**src/hdl/kva_pkg.sv**
```systemverilog
// Shared constants and types for the key-matrix voice allocator.
// No dependencies; every other file of the block imports this package.
package kva_pkg;

   localparam int NUM_VOICES_DEF  = 9;
   localparam int NUM_COLUMNS_DEF = 6;
   localparam int NUM_ROWS_DEF    = 7;

   localparam int COL_IDX_W  = 3;
   localparam int ROW_BITS_W = 7;
   localparam int VOICE_W    = 4;
   localparam int NOTE_W     = 7;
   localparam int NOTE_SUM_W = 11;

   localparam logic [NOTE_W-1:0] BASE_NOTE_RESET = 7'd46;

   localparam int CSR_ADDR_W = 3;
   localparam int CSR_DATA_W = 32;
   localparam int CSR_WORD_W = CSR_ADDR_W - 2;

   // Register indexes (word address)
   localparam logic [CSR_WORD_W-1:0] REG_BASE_NOTE = 1'b0;

   typedef struct packed {
      logic               found;
      logic [VOICE_W-1:0] voice;
   } voice_pick_type;

endpackage

```
**src/hdl/kva_req_if.sv**
```systemverilog
// Scan-column request channel: valid/ready handshake plus one column word.
// Depends on kva_pkg for field widths.
interface kva_req_if import kva_pkg::*; ();
   logic                  valid;
   logic                  ready;
   logic [COL_IDX_W-1:0]  column_index;
   logic [ROW_BITS_W-1:0] row_bits;

   modport source (output valid, output column_index, output row_bits, input ready);
   modport sink   (input valid, input column_index, input row_bits, output ready);
endinterface

```
**src/hdl/kva_rsp_if.sv**
```systemverilog
// Key event response channel: valid/ready handshake plus one event word.
// Depends on kva_pkg for field widths.
interface kva_rsp_if import kva_pkg::*; ();
   logic               valid;
   logic               ready;
   logic               note_on;
   logic [VOICE_W-1:0] voice;
   logic [NOTE_W-1:0]  note;
   logic               last;

   modport source (output valid, output note_on, output voice, output note, output last,
                   input ready);
   modport sink   (input valid, input note_on, input voice, input note, input last,
                   output ready);
endinterface

```
**src/hdl/key_matrix_voice_allocator.sv**
```systemverilog
// Key-matrix voice allocator. Each accepted request word is one scanned column; the block
// walks its rows one per cycle from row 0, gives a newly pressed key the next free voice
// round-robin and releases the voice of a let-go key, sending one event word per change
// with last set on the final one. A column is accepted, walked through the row sequencer
// row by row and then closed; a column index beyond the matrix is accepted and sends
// nothing. Events are held back one word so that last can be marked; a stalled response
// port stalls the row walk.
// Depends on kva_pkg, kva_req_if, kva_rsp_if, kva_csr and kva_voice_pick.
module key_matrix_voice_allocator import kva_pkg::*; #(
   parameter int NUM_VOICES  = NUM_VOICES_DEF,
   parameter int NUM_COLUMNS = NUM_COLUMNS_DEF,
   parameter int NUM_ROWS    = NUM_ROWS_DEF
) (
   input  logic                  clock,
   input  logic                  reset,
   kva_req_if.sink               req_chan,
   kva_rsp_if.source             rsp_chan,
   input  logic                  csr_psel,
   input  logic                  csr_penable,
   input  logic                  csr_pwrite,
   input  logic [CSR_ADDR_W-1:0] csr_paddr,
   input  logic [CSR_DATA_W-1:0] csr_pwdata,
   output logic [CSR_DATA_W-1:0] csr_prdata,
   output logic                  csr_pready
);

   localparam int ROWS_USED = (NUM_ROWS < ROW_BITS_W) ? NUM_ROWS : ROW_BITS_W;
   localparam int ROW_W     = (ROWS_USED > 1) ? $clog2(ROWS_USED) : 1;
   localparam int COL_W     = (NUM_COLUMNS > 1) ? $clog2(NUM_COLUMNS) : 1;
   localparam int VIDX_W    = (NUM_VOICES > 1) ? $clog2(NUM_VOICES) : 1;

   localparam logic [1:0] ST_IDLE  = 2'd0;
   localparam logic [1:0] ST_SCAN  = 2'd1;
   localparam logic [1:0] ST_FLUSH = 2'd2;

   logic [1:0]            state_ff;
   logic [ROW_W-1:0]      row_ff;
   logic [COL_IDX_W-1:0]  col_ff;
   logic [ROWS_USED-1:0]  bits_ff;

   // per-column key map: held flags reset, voice fields written before use
   logic [ROWS_USED-1:0]  map_held_ff  [NUM_COLUMNS];
   logic [VOICE_W-1:0]    map_voice_ff [NUM_COLUMNS][ROWS_USED];

   // working copy of the current column, one lane per row
   logic [ROWS_USED-1:0]  work_held_ff;
   logic [VOICE_W-1:0]    work_voice_ff [ROWS_USED];

   logic [NUM_VOICES-1:0] busy_ff;
   logic [VOICE_W-1:0]    last_given_ff;

   logic                  pend_valid_ff;
   logic                  pend_note_on_ff;
   logic [VOICE_W-1:0]    pend_voice_ff;
   logic [NOTE_W-1:0]     pend_note_ff;

   logic                  rsp_valid_ff;
   logic                  rsp_note_on_ff;
   logic [VOICE_W-1:0]    rsp_voice_ff;
   logic [NOTE_W-1:0]     rsp_note_ff;
   logic                  rsp_last_ff;

   logic [NOTE_W-1:0]     base_note;
   voice_pick_type        pick;

   logic                  req_fire;
   logic                  col_ok;
   logic [COL_W-1:0]      req_col;
   logic [COL_W-1:0]      cur_col;
   logic                  cur_held;
   logic [VOICE_W-1:0]    cur_voice;
   logic                  cur_press;
   logic                  press_ev;
   logic                  release_ev;
   logic                  any_ev;
   logic                  out_free;
   logic                  scan_go;
   logic                  push_mid;
   logic                  push_end;
   logic                  flush_done;
   logic [NOTE_SUM_W-1:0] note_sum;

   kva_csr u_csr (
      .clock       (clock),
      .reset       (reset),
      .csr_psel    (csr_psel),
      .csr_penable (csr_penable),
      .csr_pwrite  (csr_pwrite),
      .csr_paddr   (csr_paddr),
      .csr_pwdata  (csr_pwdata),
      .csr_prdata  (csr_prdata),
      .csr_pready  (csr_pready),
      .base_note   (base_note)
   );

   kva_voice_pick #(.NUM_VOICES(NUM_VOICES)) u_voice_pick (
      .busy       (busy_ff),
      .last_given (last_given_ff),
      .pick       (pick)
   );

   assign req_chan.ready = (state_ff == ST_IDLE);
   assign req_fire       = req_chan.valid && req_chan.ready;
   assign col_ok         = 32'(req_chan.column_index) < NUM_COLUMNS;
   assign req_col        = COL_W'(req_chan.column_index);
   assign cur_col        = COL_W'(col_ff);

   assign cur_held   = work_held_ff[row_ff];
   assign cur_voice  = work_voice_ff[row_ff];
   assign cur_press  = bits_ff[row_ff];
   assign press_ev   = (state_ff == ST_SCAN) && cur_press && !cur_held && pick.found;
   assign release_ev = (state_ff == ST_SCAN) && cur_held && !cur_press;
   assign any_ev     = press_ev || release_ev;

   assign out_free   = !rsp_valid_ff || rsp_chan.ready;
   assign scan_go    = (state_ff == ST_SCAN) && !(any_ev && pend_valid_ff && !out_free);
   assign push_mid   = scan_go && any_ev && pend_valid_ff;
   assign push_end   = (state_ff == ST_FLUSH) && pend_valid_ff && out_free;
   assign flush_done = (state_ff == ST_FLUSH) && (!pend_valid_ff || out_free);

   assign note_sum = NOTE_SUM_W'(row_ff) * NOTE_SUM_W'(NUM_COLUMNS)
                   + NOTE_SUM_W'(col_ff) + NOTE_SUM_W'(base_note);

   // control state
   always_ff @(posedge clock) begin
      if (reset) begin
         state_ff      <= ST_IDLE;
         row_ff        <= '0;
         busy_ff       <= '0;
         last_given_ff <= '0;
         pend_valid_ff <= 1'b0;
         rsp_valid_ff  <= 1'b0;
         for (int c = 0; c < NUM_COLUMNS; c++) begin
            map_held_ff[c] <= '0;
         end
      end else begin
         unique case (state_ff)
            ST_IDLE: begin
               if (req_fire && col_ok) begin
                  state_ff <= ST_SCAN;
                  row_ff   <= '0;
               end
            end
            ST_SCAN: begin
               if (scan_go) begin
                  if (press_ev) begin
                     busy_ff[pick.voice[VIDX_W-1:0]] <= 1'b1;
                     last_given_ff                   <= pick.voice;
                  end else if (release_ev) begin
                     busy_ff[cur_voice[VIDX_W-1:0]] <= 1'b0;
                  end
                  if (any_ev) begin
                     pend_valid_ff <= 1'b1;
                  end
                  if (row_ff == ROW_W'(ROWS_USED - 1)) begin
                     state_ff <= ST_FLUSH;
                  end else begin
                     row_ff <= row_ff + 1'b1;
                  end
               end
            end
            ST_FLUSH: begin
               if (flush_done) begin
                  pend_valid_ff        <= 1'b0;
                  map_held_ff[cur_col] <= work_held_ff;
                  state_ff             <= ST_IDLE;
               end
            end
            default: begin
               state_ff <= ST_IDLE;
            end
         endcase

         if (push_mid || push_end) begin
            rsp_valid_ff <= 1'b1;
         end else if (rsp_chan.ready) begin
            rsp_valid_ff <= 1'b0;
         end
      end
   end

   // datapath
   always_ff @(posedge clock) begin
      if (req_fire) begin
         col_ff  <= req_chan.column_index;
         bits_ff <= req_chan.row_bits[ROWS_USED-1:0];
         if (col_ok) begin
            work_held_ff <= map_held_ff[req_col];
            for (int r = 0; r < ROWS_USED; r++) begin
               work_voice_ff[r] <= map_voice_ff[req_col][r];
            end
         end
      end

      if (scan_go && press_ev) begin
         work_held_ff[row_ff]  <= 1'b1;
         work_voice_ff[row_ff] <= pick.voice;
      end else if (scan_go && release_ev) begin
         work_held_ff[row_ff]  <= 1'b0;
         work_voice_ff[row_ff] <= '0;
      end

      // hold each event back one word so the final one can carry last
      if (scan_go && any_ev) begin
         pend_note_on_ff <= press_ev;
         pend_voice_ff   <= press_ev ? pick.voice : cur_voice;
         pend_note_ff    <= note_sum[NOTE_W-1:0];
      end

      if (push_mid || push_end) begin
         rsp_note_on_ff <= pend_note_on_ff;
         rsp_voice_ff   <= pend_voice_ff;
         rsp_note_ff    <= pend_note_ff;
         rsp_last_ff    <= push_end;
      end

      if (flush_done) begin
         for (int r = 0; r < ROWS_USED; r++) begin
            map_voice_ff[cur_col][r] <= work_voice_ff[r];
         end
      end
   end

   assign rsp_chan.valid   = rsp_valid_ff;
   assign rsp_chan.note_on = rsp_note_on_ff;
   assign rsp_chan.voice   = rsp_voice_ff;
   assign rsp_chan.note    = rsp_note_ff;
   assign rsp_chan.last    = rsp_last_ff;

   a_last_given_range: assert property (@(posedge clock) disable iff (reset)
      {1'b0, last_given_ff} < (VOICE_W + 1)'(NUM_VOICES))
      else $error("last given voice out of range");

   a_idle_no_pending: assert property (@(posedge clock) disable iff (reset)
      (state_ff == ST_IDLE) |-> !pend_valid_ff)
      else $error("pending event left over after column closed");

   a_push_has_room: assert property (@(posedge clock) disable iff (reset)
      (push_mid || push_end) |-> out_free)
      else $error("event pushed into occupied output register");

   a_flush_closes: assert property (@(posedge clock) disable iff (reset)
      (state_ff == ST_FLUSH && !pend_valid_ff) |=> (state_ff == ST_IDLE))
      else $error("column close did not return to idle");

endmodule

```
**src/hdl/kva_csr.sv**
```systemverilog
// APB-style register port holding the base note register.
// Depends on kva_pkg for address decode and reset value.
module kva_csr import kva_pkg::*; (
   input  logic                  clock,
   input  logic                  reset,
   input  logic                  csr_psel,
   input  logic                  csr_penable,
   input  logic                  csr_pwrite,
   input  logic [CSR_ADDR_W-1:0] csr_paddr,
   input  logic [CSR_DATA_W-1:0] csr_pwdata,
   output logic [CSR_DATA_W-1:0] csr_prdata,
   output logic                  csr_pready,
   output logic [NOTE_W-1:0]     base_note
);

   logic [NOTE_W-1:0]     base_note_ff;
   logic [CSR_WORD_W-1:0] word_addr;
   logic                  wr_en;

   assign word_addr  = csr_paddr[CSR_ADDR_W-1:2];
   assign csr_pready = 1'b1;
   assign wr_en      = csr_psel && csr_penable && csr_pwrite && csr_pready;

   always_ff @(posedge clock) begin
      if (reset) begin
         base_note_ff <= BASE_NOTE_RESET;
      end else if (wr_en && word_addr == REG_BASE_NOTE) begin
         base_note_ff <= csr_pwdata[NOTE_W-1:0];
      end
   end

   always_comb begin
      csr_prdata = '0;
      if (word_addr == REG_BASE_NOTE) begin
         csr_prdata = CSR_DATA_W'(base_note_ff);
      end
   end

   assign base_note = base_note_ff;

endmodule

```
**src/hdl/kva_voice_pick.sv**
```systemverilog
// Round-robin free-voice search: one lane per voice flags a free voice, then a
// merge picks the first one at or after the start point, else the lowest. Uses kva_pkg.
module kva_voice_pick import kva_pkg::*; #(
   parameter int NUM_VOICES = NUM_VOICES_DEF
) (
   input  logic [NUM_VOICES-1:0] busy,
   input  logic [VOICE_W-1:0]    last_given,
   output voice_pick_type        pick
);

   logic [VOICE_W-1:0] start;
   logic               hi_found;
   logic               lo_found;
   logic [VOICE_W-1:0] hi_voice;
   logic [VOICE_W-1:0] lo_voice;

   always_comb begin
      start    = (last_given == VOICE_W'(NUM_VOICES - 1)) ? '0 : last_given + 1'b1;
      hi_found = 1'b0;
      lo_found = 1'b0;
      hi_voice = '0;
      lo_voice = '0;
      // walk down so the lowest matching voice wins
      for (int v = NUM_VOICES - 1; v >= 0; v--) begin
         if (!busy[v]) begin
            lo_found = 1'b1;
            lo_voice = VOICE_W'(v);
            if (VOICE_W'(v) >= start) begin
               hi_found = 1'b1;
               hi_voice = VOICE_W'(v);
            end
         end
      end
      pick.found = lo_found;
      pick.voice = hi_found ? hi_voice : lo_voice;
   end

endmodule
```
**src/flat_wrapper.sv**
```systemverilog
// flat-port wrapper written by rule: the top's interface ports become plain ports
module key_matrix_voice_allocator_flat import kva_pkg::*;
#(
   parameter int NUM_VOICES  = NUM_VOICES_DEF,
   parameter int NUM_COLUMNS = NUM_COLUMNS_DEF,
   parameter int NUM_ROWS    = NUM_ROWS_DEF
)
  (clock, reset, csr_psel, csr_penable, csr_pwrite, csr_paddr, csr_pwdata, csr_prdata, csr_pready, req_chan_valid, req_chan_column_index, req_chan_row_bits, req_chan_ready, rsp_chan_valid, rsp_chan_note_on, rsp_chan_voice, rsp_chan_note, rsp_chan_last, rsp_chan_ready);
  kva_req_if req_chan_i ();
  kva_rsp_if rsp_chan_i ();
  input  logic clock;
  input  logic reset;
  input  logic csr_psel;
  input  logic csr_penable;
  input  logic csr_pwrite;
  input  logic [CSR_ADDR_W-1:0] csr_paddr;
  input  logic [CSR_DATA_W-1:0] csr_pwdata;
  output logic [CSR_DATA_W-1:0] csr_prdata;
  output logic csr_pready;
  input wire logic [$bits(req_chan_i.valid)-1:0] req_chan_valid;
  input wire logic [$bits(req_chan_i.column_index)-1:0] req_chan_column_index;
  input wire logic [$bits(req_chan_i.row_bits)-1:0] req_chan_row_bits;
  output wire logic [$bits(req_chan_i.ready)-1:0] req_chan_ready;
  output wire logic [$bits(rsp_chan_i.valid)-1:0] rsp_chan_valid;
  output wire logic [$bits(rsp_chan_i.note_on)-1:0] rsp_chan_note_on;
  output wire logic [$bits(rsp_chan_i.voice)-1:0] rsp_chan_voice;
  output wire logic [$bits(rsp_chan_i.note)-1:0] rsp_chan_note;
  output wire logic [$bits(rsp_chan_i.last)-1:0] rsp_chan_last;
  input wire logic [$bits(rsp_chan_i.ready)-1:0] rsp_chan_ready;
  assign req_chan_i.valid = req_chan_valid;
  assign req_chan_i.column_index = req_chan_column_index;
  assign req_chan_i.row_bits = req_chan_row_bits;
  assign req_chan_ready = req_chan_i.ready;
  assign rsp_chan_valid = rsp_chan_i.valid;
  assign rsp_chan_note_on = rsp_chan_i.note_on;
  assign rsp_chan_voice = rsp_chan_i.voice;
  assign rsp_chan_note = rsp_chan_i.note;
  assign rsp_chan_last = rsp_chan_i.last;
  assign rsp_chan_i.ready = rsp_chan_ready;
  key_matrix_voice_allocator #(.NUM_VOICES(NUM_VOICES), .NUM_COLUMNS(NUM_COLUMNS), .NUM_ROWS(NUM_ROWS)) u_core (.clock(clock), .reset(reset), .req_chan(req_chan_i), .rsp_chan(rsp_chan_i), .csr_psel(csr_psel), .csr_penable(csr_penable), .csr_pwrite(csr_pwrite), .csr_paddr(csr_paddr), .csr_pwdata(csr_pwdata), .csr_prdata(csr_prdata), .csr_pready(csr_pready));
endmodule
```
**config.mk**
```make
export PLATFORM = sky130hd
export DESIGN_NAME = key_matrix_voice_allocator_flat
export DESIGN_NICKNAME = d
export VERILOG_FILES = /design/src/hdl/kva_pkg.sv /design/src/hdl/kva_req_if.sv /design/src/hdl/kva_rsp_if.sv /design/src/hdl/key_matrix_voice_allocator.sv /design/src/hdl/kva_csr.sv /design/src/hdl/kva_voice_pick.sv /design/src/flat_wrapper.sv
export SDC_FILE = /design/constraint.sdc
export NUM_CORES = 1
export LEC_CHECK = 0
export BUFFER_PORTS_ARGS = -buffer_cell sky130_fd_sc_hd__buf_4
export CELL_PAD_IN_SITES_DETAIL_PLACEMENT = 1
export CELL_PAD_IN_SITES_GLOBAL_PLACEMENT = 1
export CORE_MARGIN = 8
export CORE_UTILIZATION = 45
export CTS_CLUSTER_SIZE = 16
export DETAILED_ROUTE_END_ITERATION = 12
export HOLD_SLACK_MARGIN = 0.06
export PLACE_DENSITY_LB_ADDON = 0.1
export SETUP_SLACK_MARGIN = 0.4
export SYNTH_ARGS = -nofsm -noshare
export SYNTH_HDL_FRONTEND = slang
export SYNTH_SLANG_ARGS = --single-unit
```
**constraint.sdc**
```tcl
create_clock -name clock -period 4.3 [get_ports clock]
set_input_delay 0.43 -clock clock [delete_from_list [all_inputs] [get_ports clock]]
set_output_delay 0.43 -clock clock [all_outputs]
set_load 0.05 [all_outputs]
```
# Word-level counts from Yosys, hierarchy flattened
# Memories as Yosys holds them, arrays and structs flattened. A register that Yosys moved wholly into a read port is not among the register bits.
# Cells that the tools add are included.
# word_totals
reg_bits	69
ram_bits	238
output_inout_bits	48
elab_cells	217
mem_count	3
# memory_table
memory	words	width	rd	rd_ports_with_merged_regs	write_ports	line_no	rtl
u_core.map_voice_ff	6	28	1	0	1	key_matrix_voice_allocator.sv:43	logic [VOICE_W-1:0] map_voice_ff [NUM_COLUMNS][ROWS_USED];
u_core.map_held_ff	6	7	1	0	6	key_matrix_voice_allocator.sv:42	logic [ROWS_USED-1:0] map_held_ff [NUM_COLUMNS];
u_core.work_voice_ff	7	4	8	1	7	key_matrix_voice_allocator.sv:47	logic [VOICE_W-1:0] work_voice_ff [ROWS_USED];
# classes
addsub	4
multipliers	1
magnitude_cmp	16
eq_ne	10
muxes	113
bitwise_logic	8
reduce_logical	45
# ops
op	count
2-to-1 mux 4 bit	32
2-to-1 mux 1 bit	54
2-to-1 mux 7 bit	6
logical AND 1 bit	23
2-to-1 mux 3 bit	7
2-to-1 mux 9 bit	2
greater-or-equal comparator 3 x 4 -> 1 bit, first input constant	4
AND reduction 4 bit	3
< comparator 4 x 5 -> 1 bit, second input constant	2
AND 9 bit	1
NOT 9 bit	1
OR 9 bit	1
demux 1 bit (select 4 bit)	2
greater-or-equal comparator 1 x 4 -> 1 bit, first input constant	2
greater-or-equal comparator 2 x 4 -> 1 bit, first input constant	2
greater-or-equal comparator 4 x 1 -> 1 bit, second input constant	2
2-to-1 mux 2 bit	4
nonzero test 2 bit	4
adder 6 x 3 -> 7 bit	1
adder 7 bit	1
AND 7 bit	1
NOT 7 bit	1
OR 7 bit	1
OR reduction 7 bit	1
other kinds (25)	39

# Logic depth before layout (Yosys ltp)
# Gate-level depths: netlist of the first run.
# logic_depth
depth_word	28
ltp_mapped	11
ltp_nobuf	10

# Hierarchy
# A second synthesis of the first run with hierarchy kept.
# unflattened
cells_unflattened	954
area_unflattened_um2	14179.8
# modules_own_cells
mod	n_inst	cells_per_inst	area_per_inst_um2
key_matrix_voice_allocator	1	817	13113.8
kva_csr	1	66	566.8
kva_voice_pick	1	71	499.2

# Worst setup path before layout of the first run
# Ideal clock, no wire load.
# synth_path
path_kind	reg-to-reg
from	register u_core.rsp_valid_ff, in the netlist u_core.rsp_chan.valid
to	memory u_core.map_held_ff[5][0] (netlist bit), enable pin
setup_ns	0.316
arrival_time_ns	4.132
path_slack_ns	-0.147
path_stages_with_launch	6
path_buffers	0
period_less_slack_ns	4.447
cell_sequence	dfxtp_1 > nand2b_1 > or2_2 > nand2_1 > nor4_1 > or2_2
# synth_rtl
item	line_no	rtl
start: declaration	key_matrix_voice_allocator.sv:57	logic rsp_valid_ff;
start signal: assignment	key_matrix_voice_allocator.sv:132	rsp_valid_ff <= 1'b0;
start signal: assignment	key_matrix_voice_allocator.sv:175	rsp_valid_ff <= 1'b1;
start signal: assignment	key_matrix_voice_allocator.sv:177	rsp_valid_ff <= 1'b0;
end: declaration	key_matrix_voice_allocator.sv:42	

==> run summary, run 1 <==
* Die H: 190 µm
* detailed-routed wire length on met3: 1.11 mm
* number of antenna violations at the first check in global routing: 0
* 1st-iter DRT viols: 473
* total negative slack: 0 ps
* width of the chip: 190 µm
* syn avg cell area: 14.5 µm²
* Filler cells: 2,920
* DR DRC count: 0
* time the final worst path needs with I/O delays and setup: 3440 ps
* Crit Path Category: reg -> reg
* DP Wirelength: 20.8 mm
* worst min-delay path category: in -> reg
* count of distinct cell types in the synthesized netlist: 63
* Pins Over Slew Limit: 0
* top cells by area in the synthesized netlist: edfxtp_1 (61%), mux4_2 (7.4%), dfxtp_1 (5.4%)
* highest metal layer with signal wires: met4
* most frequently used cell type in the post-synthesis netlist: edfxtp_1
* maximum clock frequency: 0.291 GHz
* H-tree levels: 2
* mux cell area share after synthesis: 11.6%
* buffers added on ports: 46
* cell types with the highest counts after synthesis: edfxtp_1 (277), nor2_1 (74), nand2_1 (59)
* worst endpoint data arrival time: 3610 ps
* status: complete, no violations
* Worst EP required: 4480 ps
* cell area after synthesis: 13,700 µm²
* cell count after placement: 1,355
* cell type with the largest total area after synthesis: edfxtp_1
* final setup vio count: 0
* launch point of the worst hold path: req_chan_row_bits[2]
* CTS tree: done
* met1 wire length: 14.7 mm
* number of instances in the synthesized netlist: 939
* relative slew slack: 33.3%
* clock slew seen by the registers of the worst setup and hold paths: 60 ps
* first-pass GRT wire length: 48.9 mm
* overflow left after global routing: 0
* XOR/XNOR share of the synthesized area: 0.449%
* Maximum Capacitance Violations: 0
* routability congestion estimate from global placement: 0.764
* final cell count without fillers: 1,415
* antenna diode instance count: 0
* starting density of the core: 45.8%
* kind of capture point of the worst setup path: flop
* hold bufs inserted after CTS: 0
* dominant combinational cell family by area after synthesis: multiplexers
* number of buffers on the longest clock path: 3
* vias per inst: 5.56
* EDFF count, synth: 277
* unrepaired setup endpoints after global routing: no
* number of top-level design ports: 100
* via count of the first global-routing pass: 8,215
* reported leakage power: 5.51 nW
* relative area change from synthesis to final layout: 13.1%
* pin slew with the least headroom to its limit: 993 ps
* Critical Path End: u_core.work_voice_ff[7][0]
* Sequential Area: 9060 µm²
* wire per inst: 22.4 µm
* simple-gate portion of the synthesized area: 7.85%
* Max FO, Critical Path: 8
* FF+latch count, synth: 314
* launching point of the worst reg2reg path: u_core.last_given_ff[0]
* area fraction in compound gates after synthesis: 7.60%
* area of the multi-input gates: 4210 µm²
* number of clock sinks seen by CTS: 314
* routed wire length on met2: 15.4 mm
* Setup crit start kind: flop
* share of the yosys chip area belonging to registers: 66.3%
* largest voltage drop on the vdd net: 0.000434 V
* Async S/R FF share, synth: 0%
* post-CTS resize count: 0
* most common flop cell mapped by yosys: edfxtp_1
* endpoint of the worst-slack reg-to-reg timing path: u_core.work_voice_ff[7][0]
* setup bufs post-CTS: 0
* Core Area: 29,800 µm²
* wire length after detailed routing: 31.7 mm
* floorplan row count: 63
* slowest cell on the critical path: o21ai_1
* nets@finish: 1,076
* via total after detailed routing: 7,873
* fraction of final layout cells with drive strength greater than 1: 17.0%
* total clock buffers created by CTS: 34
* overall fraction of global-route tracks in use: 17.6%
* number of cells on the worst reg-to-reg path: 9
* largest stage delay on the critical path: 790 ps
* power density over cell area: 446 nW/µm²
* Post-DRT Antenna Nets: 0
* Yosys warnings: 0
* Fin Clk Skew: 27.3 ps
* area share of the largest cell type after synthesis: 60.9%
* final worst-path cycle share: 79.9%
* ordered cell list for the critical path: inv_1, ha_1, nand2b_1, o32a_1, a2bb2oi_1, a31oi_1, nor3b_1, o21ai_1, o21ai_0
* DIE AREA: 36,200 µm²
* launching element of the worst setup path: u_core.last_given_ff[0]
* clock tree root buffer cell: clkbuf_16
* final hold violation count: 0
* post-synthesis adder-cell area fraction: 2.33%
* first-pass detailed-route iteration total: 5
* insertion delay of the later-clocked pin in the worst-skew pair: 510 ps
* internal reg-to-reg setup slack: 860 ps
* maximum number of pins on one net before global-route repair: 68
where the power goes:
group          leakage (nW)  internal, W  switching, W  total, W
Sequential             2.87      0.00345     0.0000910   0.00354
Combinational          2.12     0.000205      0.000369  0.000574
Clock                 0.515      0.00162       0.00115   0.00276
Total                  5.51      0.00527       0.00161   0.00688
stage by stage:
step	util [%]	power (W)	hold slack (ps)	setup WS [ps]	instance area (µm²)
CTS	51.8	0.00697	73.4	882	15400
global route	51.8	0.00713	71.1	734	15400
global placement	48.3	0.00417	410	979	14400
finish	51.8	0.00688	91.9	864	15400
detailed placement	48.3	0.00418	406	874	14400
floorplan	-	0.00400	400	1110	13800
routing by layer:
layer  track usage [%]  vias to the layer above
li1                  -                     3626
met3              2.54                       31
met2              29.3                      149
met4              3.55                        0
met5                 0                        -
met1              24.3                     4067
cell type report:
| cell class | instances | area share (%) |
|---|---|---|
| sequential | 314 | 58.7 |
| multi-input combinational | 549 | 27.3 |
| clock buffer | 43 | 5.86 |
| tap | 390 | 3.16 |
| timing repair buffer | 63 | 3.14 |
| clock inverter | 17 | 0.964 |
| inverter | 39 | 0.948 |
cell usage in the layout, fill, tap and decap left out, types with 3 or more instances in the layout:
cell / synthesis / final
nor2b_1: 21 / 20
nand2b_1: 13 / 13
nand2_1: 59 / 59
xnor2_1: 5 / 5
clkbuf_1: 23 / 7
dfxtp_1: 37 / 37
nor3_1: 8 / 8
or2_2: 7 / 7
ha_1: 19 / 19
a31oi_1: 5 / 5
nand3_1: 14 / 14
fa_1: 4 / 4
and3_1: 3 / 3
nor3b_1: 3 / 3
edfxtp_1: 277 / 277
o31ai_1: 11 / 11
o22ai_1: 8 / 8
nand4_1: 5 / 5
a211oi_1: 8 / 8
mux2i_1: 56 / 56
a211o_1: 6 / 6
o21ai_1: 4 / 4
clkinv_2: 0 / 5
a21oi_1: 36 / 36
buf_4: 27 / 62
o211ai_1: 4 / 4
a21o_1: 12 / 12
mux4_2: 45 / 45
clkinv_1: 1 / 7
conb_1: 2 / 30
inv_1: 38 / 38
nand3b_1: 3 / 3
o21ai_0: 49 / 49
nor2_1: 74 / 74
clkbuf_16: 0 / 34
a31o_2: 3 / 3
how the worst min path moves through the flow:
stage / endpoint / slack [ps] / cells past startpoint
after floorplan: u_core.rsp_chan.note[0] / 400 / 0
after global placement: u_core.rsp_chan.note[5] / 410 / 0
after detailed placement: u_core.rsp_chan.voice[0] / 410 / 0
after CTS: u_core.bits_ff[2] / 70 / 1
after global routing: u_core.bits_ff[2] / 70 / 1
final: u_core.bits_ff[2] / 90 / 1
worst max-delay path, delay by kind of cell, from the launching register on:
| kind | cells | cell delay (ps) |
|---|---|---|
| flip-flops | 1 | 430 |
| adder cells (fa/ha/maj) | 1 | 390 |
| AO/OA/AOI/OAI | 5 | 1850 |
| buffers and inverters | 1 | 120 |
| AND/OR/NAND/NOR | 2 | 310 |
cell families after synthesis:
group           count (synthesis)
mux                           102
buf+inv                       104
flops                         314
fa+ha+maj                      23
xor+xnor                        7
other cells                     2
compound gates                164
simple gates                  223
state kept, by name, summed over array words and instances, names as in the netlist, 2 cells and up, named ones only:
| signal | flops |
|---|---|
| u_core.bits_ff | 7 |
| u_core.pend_voice_ff | 4 |
| u_core.col_ff | 3 |
| u_core.work_voice_ff | 32 |
| u_core.rsp_chan.note | 7 |
| u_core.u_csr.base_note | 7 |
| u_core.pend_note_ff | 7 |
| u_core.row_ff | 3 |
| u_core.work_held_ff | 7 |
| u_core.last_given_ff | 4 |
| u_core.busy_ff | 9 |
| u_core.map_held_ff | 42 |
| u_core.rsp_chan.voice | 4 |
| u_core.map_voice_ff | 168 |
| u_core.state_ff | 2 |
(Power assumes the default switching activity.)
==> run 2, diff against run 1 <==
CORE_UTILIZATION = 50   (was 45)
clock period = 3.4 ns   (was 4.3 ns; I/O delays follow)
==> run 2 against run 1 <==
Effect of this change: largest cell class unchanged; highest routed layer unchanged; combinational power up 33%; critical path depth increased by 2; global-route usage is 2.4 points higher; cell count down 1.8%; wire length increased by 3.4%; register-to-register slack got worse by 330 ps; critical endpoint is now u_core.pend_note_ff[6].
==> run summary, run 2 (same netlist as run 1, synthesis figures left out) <==
* number of clock sinks seen by CTS: 314, unchanged
* number of top-level design ports: 100, unchanged
* relative contribution of sequential cells to total power: 50.8%, was 51.5%
* unrepaired setup endpoints after global routing: no, unchanged
* via count of the first global-routing pass: 8,667, was 8,215
* total clock buffers created by CTS: 34, unchanged
* ordered cell list for the critical path: buf_4, inv_1, ha_1, fa_2, inv_1, ha_1, a21o_1, a21oi_2, o21bai_1, a21oi_1, xnor2_1, was inv_1, ha_1, nand2b_1, o32a_1, a2bb2oi_1, a31oi_1, nor3b_1, o21ai_1, o21ai_0
* cell depth of the worst setup path: 11, was 9
* utilization after layout: 58.2%, was 51.8%
* first-pass detailed-route iteration total: 5, unchanged
* largest registers: u_core.map_voice_ff x168, u_core.map_held_ff x42, u_core.work_voice_ff x32, unchanged
* vias per inst: 5.83, was 5.56
* via total after detailed routing: 8,095, was 7,873
* number of antenna violations at the first check in global routing: 0, unchanged
* power density over cell area: 565 nW/µm², was 446 nW/µm²
* WP buf/inv: 3, was 1
* H-tree levels: 2, unchanged
* CTS tree: done, unchanged
* overflow left after global routing: 0, unchanged
* Maximum Capacitance Violations: 0, unchanged
* routability congestion estimate from global placement: 0.797, was 0.764
* slowest cell on the critical path: fa_2, was o21ai_1
* most frequent cells in the layout: edfxtp_1 (277), buf_4 (77), nor2_1 (74), was edfxtp_1 (277), nor2_1 (74), buf_4 (62)
* Comb power frac: 8.7%, was 8.3%
* Sequential Area: 9060 µm², about the same
* switching share of total power: 23.3%, was 23.4%
* wire length after detailed routing: 32.7 mm, was 31.7 mm
* time the final worst path needs with I/O delays and setup: 2870 ps, was 3440 ps
* relative area change from synthesis to final layout: 14.5%, was 13.1%
* final worst-path cycle share: 84.3%, was 79.9%
* Crit Path Category: reg -> reg, unchanged
* DR DRC count: 0, unchanged
* largest voltage drop on the vdd net: 0.000581 V, was 0.000434 V
* total negative slack: 0 ps, unchanged
* launching element of the worst setup path: u_core.row_ff[0], was u_core.last_given_ff[0]
* Critical Path End: u_core.pend_note_ff[6], was u_core.work_voice_ff[7][0]
* register with the most flip-flops: u_core.map_voice_ff, unchanged
* worst min-delay path category: in -> reg, unchanged
* worst endpoint data arrival time: 3120 ps, was 3610 ps
* global-route layer with the greatest usage: met2, unchanged
* largest stage delay on the critical path: 580 ps, was 790 ps
* wire per inst: 23.6 µm, was 22.4 µm
* floorplan row count: 60, was 63
* pin slew with the least headroom to its limit: 862 ps, was 993 ps
* width of the chip: 181 µm, was 190 µm
* endpoint of the worst-slack reg-to-reg timing path: u_core.pend_note_ff[6], was u_core.work_voice_ff[7][0]
* number of cells on the worst reg-to-reg path: 11, was 9
* 1st-iter DRT viols: 589, was 473
* cell-internal power: 0.00677 W, was 0.00527 W
* final setup vio count: 0, unchanged
* nets@finish: 1,098, was 1,076
* clock tree root buffer cell: clkbuf_16, unchanged
* reported leakage power: 5.64 nW, was 5.51 nW
* first-pass GRT wire length: 51.0 mm, was 48.9 mm
* buffers added on ports: 46, unchanged
* flip-flop count of the largest register after layout: 168, unchanged
* clock slew seen by the registers of the worst setup and hold paths: 60 ps, about the same
* Filler cells: 2,582, was 2,920
* Die H: 181 µm, was 190 µm
* Fin Clk Skew: 19.0 ps, was 27.3 ps
* hold path depth: 3, was 1
* met1 demand-to-capacity share in global routing: 26.9%, was 24.3%
* final hold violation count: 0, unchanged
* fraction of final layout cells with drive strength greater than 1: 19.0%, was 17.0%
* Worst EP required: 3650 ps, was 4480 ps
* Max FO, Critical Path: 7, was 8
* DIE AREA: 32,900 µm², was 36,200 µm²
* launching point of the worst reg2reg path: u_core.row_ff[0], was u_core.last_given_ff[0]
* total net switching power: 0.00205 W, was 0.00161 W
* DP Wirelength: 21.7 mm, was 20.8 mm
* antenna diode instance count: 0, unchanged
* met3 Resource Use GR: 2.79%, was 2.54%
* relative slew slack: 42.0%, was 33.3%
* overall fraction of global-route tracks in use: 20.0%, was 17.6%
* met2 demand-to-capacity share in global routing: 34.4%, was 29.3%
* most common library cell in the layout ignoring fill and taps: edfxtp_1, unchanged
* insertion delay of the later-clocked pin in the worst-skew pair: 510 ps, about the same
* kind of capture point of the worst setup path: flop, unchanged
* maximum number of pins on one net before global-route repair: 46, was 68
* internal reg-to-reg setup slack: 530 ps, was 860 ps
* starting density of the core: 50.8%, was 45.8%
* relative contribution of the clock network to total power: 40.5%, was 40.2%
* number of buffers on the longest clock path: 3, unchanged
* maximum clock frequency: 0.349 GHz, was 0.291 GHz
* Setup crit start kind: flop, unchanged
* Pins Over Slew Limit: 0, unchanged
* Post-DRT Antenna Nets: 0, unchanged
* area of the multi-input gates: 4250 µm², was 4210 µm²
* top cell family by delay on the critical path: adder cells, was compound AO/OA/AOI/OAI gates
* Core Area: 26,900 µm², was 29,800 µm²
* status: complete, no violations, unchanged
-- run 2: changes by cell type in the layout (fill, tap and decap cells not counted), moves of 2 or more --
| cell | previous run | this run |
|---|---|---|
| buf_4 | 62 | 77 |
| a21oi_2 | 0 | 2 |
| dlygate4sd3_1 | 0 | 7 |
| inv_6 | 2 | 0 |
| nor3b_2 | 0 | 2 |
| clkbuf_8 | 2 | 0 |
| nor3b_1 | 3 | 1 |
| a21oi_1 | 36 | 34 |
-- run 2: power groups by stage --
stage | Sequential [W] | Combinational [W] | Clock, W
after detailed placement | 0.00457 | 0.000748 | 0
after global placement | 0.00455 | 0.000729 | 0
after floorplan | 0.00451 | 0.000544 | 0
after global routing | 0.00450 | 0.000828 | 0.00378
final | 0.00449 | 0.000766 | 0.00358
after CTS | 0.00449 | 0.000762 | 0.00365
-- run 2: worst min path at each step --
stage                      startpoint                   endpoint  slack [ps]
3_3_place_gp   u_core.pend_note_ff[4]    u_core.rsp_chan.note[4]         400
4_1_cts                 csr_pwdata[6]  u_core.u_csr.base_note[6]          60
2_1_floorplan  u_core.pend_note_ff[0]    u_core.rsp_chan.note[0]         400
5_1_grt                 csr_pwdata[4]  u_core.u_csr.base_note[4]          80
3_5_place_dp   u_core.pend_note_ff[5]    u_core.rsp_chan.note[5]         410
6_report                csr_pwdata[6]  u_core.u_csr.base_note[6]          70
-- run 2: worst reg2reg max path, stage by stage (launching register included) --
cell and delay, ps:
dfxtp_1 330, buf_4 160, inv_1 130, ha_1 360, fa_2 580, inv_1 60, ha_1 290, a21o_1 210
a21oi_2 180, o21bai_1 80, a21oi_1 170, xnor2_1 80
-- run 2: area by class of cell --
type | instances | area share (%)
inverter | 39 | 0.936
multi-input combinational | 549 | 27.2
tap | 341 | 2.73
clock buffer | 42 | 5.77
sequential | 314 | 57.9
timing repair buffer | 85 | 4.27
clock inverter | 19 | 1.19
-- run 2: routing by layer --
metal	share of wire, %	wire, µm
met1	44	14400
met2	50	16500
met3	4.3	1420
met4	1.4	459
met5	0	0
-- run 2: what timing repair did --
item,in CTS,in global routing
setup endpoints to repair,0,46
gates resized for setup,0,10
setup buffers,0,0
hold endpoints to repair,7,0
hold buffers,7,0
-- run 2: metrics by stage --
| stage | hold WS (ps) | power, W | instances | setup WS, ps | cell area, µm² |
|---|---|---|---|---|---|
| 4_1_cts | 60.8 | 0.00890 | 1389 | 419 | 15600 |
| 6_report | 73.5 | 0.00883 | 1389 | 533 | 15600 |
| 2_1_floorplan | 400 | 0.00506 | 967 | 550 | 13800 |
| 3_5_place_dp | 406 | 0.00531 | 1321 | 443 | 14400 |
| 5_1_grt | 76.5 | 0.00911 | 1389 | 384 | 15600 |
| 3_3_place_gp | 404 | 0.00528 | 1321 | 486 | 14400 |
